**config.mk**
```make
export PLATFORM = sky130hd
export DESIGN_NAME = fft_mem
export DESIGN_NICKNAME = d
export VERILOG_FILES = /design/src/hw/rtl/fft_pkg.sv /design/src/hw/rtl/fft_mem.sv
export SDC_FILE = /design/constraint.sdc
export NUM_CORES = 2
export LEC_CHECK = 0
export BUFFER_PORTS_ARGS = -buffer_cell sky130_fd_sc_hd__buf_2
export CAP_MARGIN = 0
export CORE_UTILIZATION = 50
export CTS_CLUSTER_DIAMETER = 40
export DETAILED_ROUTE_END_ITERATION = 6
export PLACE_DENSITY = 0.76
export SLEW_MARGIN = 10
export SYNTH_ARGS = -nofsm -noshare
export SYNTH_HDL_FRONTEND = slang
export SYNTH_SLANG_ARGS = --single-unit
```
**constraint.sdc**
```tcl
create_clock -name clk -period 4.9 [get_ports clk]
set_input_delay 0.49 -clock clk [delete_from_list [all_inputs] [get_ports clk]]
set_output_delay 0.49 -clock clk [all_outputs]
set_load 0.01 [all_outputs]
```
**src/hw/rtl/fft_pkg.sv**
```systemverilog
`default_nettype none
package fft_pkg;

	localparam int MAX_LOG2 = 6;
	localparam int MAX_LEN = 1 << MAX_LOG2;
	localparam int ADDR_W = MAX_LOG2;
	localparam int SAMPLE_W = 16;
	localparam int STORE_W = SAMPLE_W + MAX_LOG2 + 1;
	localparam int TW_W = 18;
	localparam int TW_FRAC = 17;
	localparam int PROD_W = STORE_W + TW_W;
	localparam int RND_W = PROD_W + 1 - TW_FRAC;
	localparam int WORD_W = 2 * STORE_W;
	localparam int CNT_W = MAX_LOG2 + 1;

	localparam logic CFG_LOG2_LENGTH = 1'b0;
	localparam logic CFG_INVERSE_MODE = 1'b1;

	typedef struct packed {
		logic signed [TW_W-1:0] cr;
		logic signed [TW_W-1:0] ci;
	} twiddle_t;

	typedef struct packed {
		logic inv;
		logic bypass;
	} bf_ctrl_t;

	function automatic logic [TW_W-1:0] cos_tab(input logic [4:0] i);
		logic [TW_W-1:0] v;
		case (i)
			5'd0: v = 18'd131072;
			5'd1: v = 18'd130441;
			5'd2: v = 18'd128553;
			5'd3: v = 18'd125428;
			5'd4: v = 18'd121095;
			5'd5: v = 18'd115595;
			5'd6: v = 18'd108982;
			5'd7: v = 18'd101320;
			5'd8: v = 18'd92682;
			5'd9: v = 18'd83151;
			5'd10: v = 18'd72820;
			5'd11: v = 18'd61787;
			5'd12: v = 18'd50159;
			5'd13: v = 18'd38048;
			5'd14: v = 18'd25571;
			5'd15: v = 18'd12847;
			default: v = 18'd0;
		endcase
		return v;
	endfunction

	function automatic twiddle_t twiddle(input logic [4:0] k);
		twiddle_t t;
		logic signed [TW_W:0] cr;
		logic signed [TW_W:0] sn;
		logic [5:0] mk;
		mk = 6'd32 - {1'b0, k};
		if (k <= 5'd16) begin
			cr = $signed({1'b0, cos_tab(k)});
			sn = $signed({1'b0, cos_tab(5'd16 - k)});
		end else begin
			cr = -$signed({1'b0, cos_tab(mk[4:0])});
			sn = $signed({1'b0, cos_tab(k - 5'd16)});
		end
		if (cr > 19'sd131071)
			cr = 19'sd131071;
		sn = -sn;
		t.cr = cr[TW_W-1:0];
		t.ci = sn[TW_W-1:0];
		return t;
	endfunction

	function automatic logic signed [STORE_W-1:0] sat_store(input logic signed [RND_W:0] v);
		logic signed [RND_W:0] hi;
		logic signed [RND_W:0] lo;
		hi = (RND_W+1)'((1 << (STORE_W - 1)) - 1);
		lo = -(RND_W+1)'(1 << (STORE_W - 1));
		if (v > hi)
			return hi[STORE_W-1:0];
		else if (v < lo)
			return lo[STORE_W-1:0];
		return v[STORE_W-1:0];
	endfunction

	function automatic logic [ADDR_W-1:0] bitrev(input logic [ADDR_W-1:0] a);
		logic [ADDR_W-1:0] r;
		for (int i = 0; i < ADDR_W; i++)
			r[i] = a[ADDR_W-1-i];
		return r;
	endfunction

endpackage
`default_nettype wire

```
**src/hw/rtl/fft_mem.sv**
```systemverilog
`default_nettype none
module fft_mem
	import fft_pkg::*;
(
	input  wire logic              clk,
	input  wire logic              we,
	input  wire logic [ADDR_W-1:0] waddr,
	input  wire logic [WORD_W-1:0] wdata,
	input  wire logic [ADDR_W-1:0] raddr0,
	input  wire logic [ADDR_W-1:0] raddr1,
	output logic      [WORD_W-1:0] rdata0,
	output logic      [WORD_W-1:0] rdata1
);

	logic [WORD_W-1:0] mem [MAX_LEN];

	always_ff @(posedge clk) begin
		if (we)
			mem[waddr] <= wdata;
		rdata0 <= mem[raddr0];
		rdata1 <= mem[raddr1];
	end

endmodule
`default_nettype wire

```
==> flow_summary_export.csv <==
group,metric,value,unit
clock_network,clkLatencyLatePin,1.00,ns
route,wl_met3,65800,µm
route,firstDrtPassIters,7,
worst_setup_path,critPathLaunchType,"primary input",
clock_network,cts_root_buf,"clkbuf_16",
sta,fin_tns_setup,0,ns
clock_network,cts_sinks,3036,
layout,drive_gt1_share,41.9,%
worst_setup_path,path_max_fanout,70,
sta,tightest_slew,1.24,ns
place,dpl.hpwl,249000,µm
power_and_ir_drop,ir_drop,397,µV
synthesis,post-synth-top-area-cell,"edfxtp_1",
place,place_ws,1.40,ns
route,wl_per_cell,41.9,µm
sta,max_slew_margin,17.3,%
floorplanning,dieArea,277000,µm²
synthesis,synth.cell_area,137000,µm²
route,wl_met2,206000,µm
synthesis,synth_compound_area_share,2.13,%
route,vias,78500,
synthesis,synth_top_family_by_area,"multiplexers",
worst_setup_path,cp.required,5.76,ns
route,wl,444000,µm
floorplanning,num_rows,192,
sta,period_needed,2.60,ns
min_path,min_path_type,"primary input to register",
clock_network,cts_made_buffers,401,
outcome,failed_checks,"DRC",
synthesis,synthMuxAreaShare,29.4,%
worst_setup_path,crit_type,"primary input to register",
sta,fin_skew,0.0457,ns
sta,holdWs,0.0912,ns
global_routing,grt_pass1_wl,618000,µm
global_routing,grt_use_total,32.1,%
worst_setup_path,max_stage_delay,0.57,ns
sta,hold_violations,0,
global_routing,antenna_found_initial,50,
clock_network,cts_setup_buffers,0,
sta,rsz0062_at_grt,"no",
clock_network,cts_resized,0,
flow_run,maxCapViolations,0,
clock_network,clk_path_buf_depth,4,
route,m1WireLength,142000,µm
worst_setup_path,crit_chain,"buf_8 -> buf_12 -> buf_12 -> mux4_2 -> mux4_2 -> o22ai_1 -> a21oi_1",
clock_network,cts_tree,"done",
synthesis,synth_nets,6365,
synthesis,yosys_register_bits,3036,
synthesis,ys_types,41,
route,routed_via_density,7.41,
synthesis,synthXorXnorAreaFrac,0,%
synthesis,synth_edf_count,2944,
layout,fin_nets,6710,
layout,syn_to_final_growth,15.0,%
synthesis,ys_seq_area_share,65.6,%
synthesis,syn_inst,6299,
worst_setup_path,crit_family,"buffers and inverters",
synthesis,async_flop_share,0,%
synthesis,ys.flop_type,"edfxtp_1",
global_routing,grt_max_degree,101,
sta,setup_ws,2.30,ns
power_and_ir_drop,p_per_area,402,nW/µm²
power_and_ir_drop,p_leak,50.0,nW
sta,setup-violations-final,0,
clock_network,cts.hold.buffers_added,0,
clock_network,cts_htree_levels,5,
synthesis,yosys.area_share.simple,1.00,%
worst_setup_path,critPathBufInv,3,
place,place_congestion,0.865,
route,drtIter0Drc,13500,
outcome,status,"complete, but fails checks",
floorplanning,pin_count,158,
global_routing,grt-ovfl-total,0,
floorplanning,core_area,274000,µm²
sta,finalCritPeriodShare,53.1,%
floorplanning,start_util,50.2,%
synthesis,yosysTopAreaCellShare,64.3,%
global_routing,grt_pass1_vias,79500,
sta,fmax,0.384,GHz
synthesis,synth_area_leaders,"edfxtp_1, mux4_2, mux2i_1, dfxtp_1, mux2_2",
worst_setup_path,critPathSlowestCell,"buf_8",
synthesis,avgSynthCellArea,21.8,µm²
place,numPortBuffers,157,
floorplanning,dieHeight,526,µm
worst_setup_path,cp-end-kind,"register",
synthesis,synthAdderAreaFrac,0,%
route,route.detailed.drc,9,
route,top_layer_used,"met5",
synthesis,yosys_warnings,0,
worst_setup_path,arrival,3.47,ns
synthesis,synth_common_cells,"edfxtp_1, mux4_2, mux2i_1, clkbuf_1, buf_2",
power_and_ir_drop,finalPower,63.6,mW
clock_network,clk_pin_slew_worst_paths,0.06,ns
sta,drv_slew,0,
route,ant_nets,0,
synthesis,yosysMostFrequentCell,"edfxtp_1",
floorplanning,die_w,526,µm
## per-stage QoR
step	cell area, µm²	utilization, %	cells
after floorplan	137000	-	6299
after global placement	144000	52.7	9829
after detailed placement	144000	52.7	9829
after CTS	158000	57.7	10600
after global routing	158000	57.8	10600
final	158000	57.8	10600
## cell families (layout without fill, tap and decap cells)
kind of cell	Yosys count	after routing
simple gates	307	307
flops	3036	3036
mux	1988	1988
buf+inv	512	1181
other cells	0	37
compound gates	456	456
## where the power goes
group | total, mW | switching [mW] | leakage, nW | internal, mW
combinational | 4.51 | 2.58 | 16.1 | 1.93
clock | 30.0 | 11.8 | 6.62 | 18.2
sequential | 29.1 | 0.286 | 27.3 | 28.8
## area by class of cell
| type | instances | area, µm² |
|---|---|---|
| diodes | 37 | 92.6 |
| clock buffers | 458 | 10500 |
| clock inverters | 269 | 3220 |
| fillers | 18800 | 116000 |
| inverters | 12 | 45.0 |
| multi-input cells | 2751 | 45300 |
| flip-flops and latches | 3036 | 90200 |
| well taps | 3589 | 4490 |
| repair buffers | 442 | 4230 |
## placed cells by master (no fill, tap or decap), types with 23 or more instances in the layout
cell type   instances
mux2_2             98
inv_6              56
inv_8              24
mux4_2           1634
o211ai_1           58
nor2_4             62
nor2_1             24
o21ai_0            65
clkinvlp_4         38
nand2_1           115
a22oi_1            54
buf_4             188
mux2i_1           256
buf_12             98
edfxtp_1         2944
o22ai_1            70
clkinv_1           25
dfxtp_1            92
a21oi_1           117
buf_2             147
nor2b_1            27
a211oi_1           30
bufinv_16          49
clkinv_4           33
nand3_1            23
diode_2            37
clkbuf_1           37
clkbuf_16         404
clkinv_2           37
## routing by layer
layer  vias to the layer above  GRT usage (%)
met1                     41100           40.5
met5                         -              0
met3                      1472           9.72
li1                      28700              -
met4                        26           19.8
met2                      7181           48.9
## sequential cells by signal, summed over array words and instances, names as in the netlist
register	count
rdata1	46
rdata0	46
mem	2944
## worst min-delay path, stage by stage
cell and delay, ns:
buf_6 0.19, o211ai_1 0.23, a21oi_1 0.07
## path summary, 6_finish.rpt
path,from,end,slack [ns],cells past startpoint
worst min-delay path,raddr1[3],rdata1[13]$_DFF_P_,0.09,3
worst max-delay path,raddr1[1],rdata1[44]$_DFF_P_,2.30,7
worst min register to register,mem[54][15]$_DFFE_PP_,rdata0[15]$_DFF_P_,0.92,4
worst max register to register,mem[7][42]$_DFFE_PP_,rdata1[42]$_DFF_P_,2.58,5
Power figures use the tool's default switching activity.
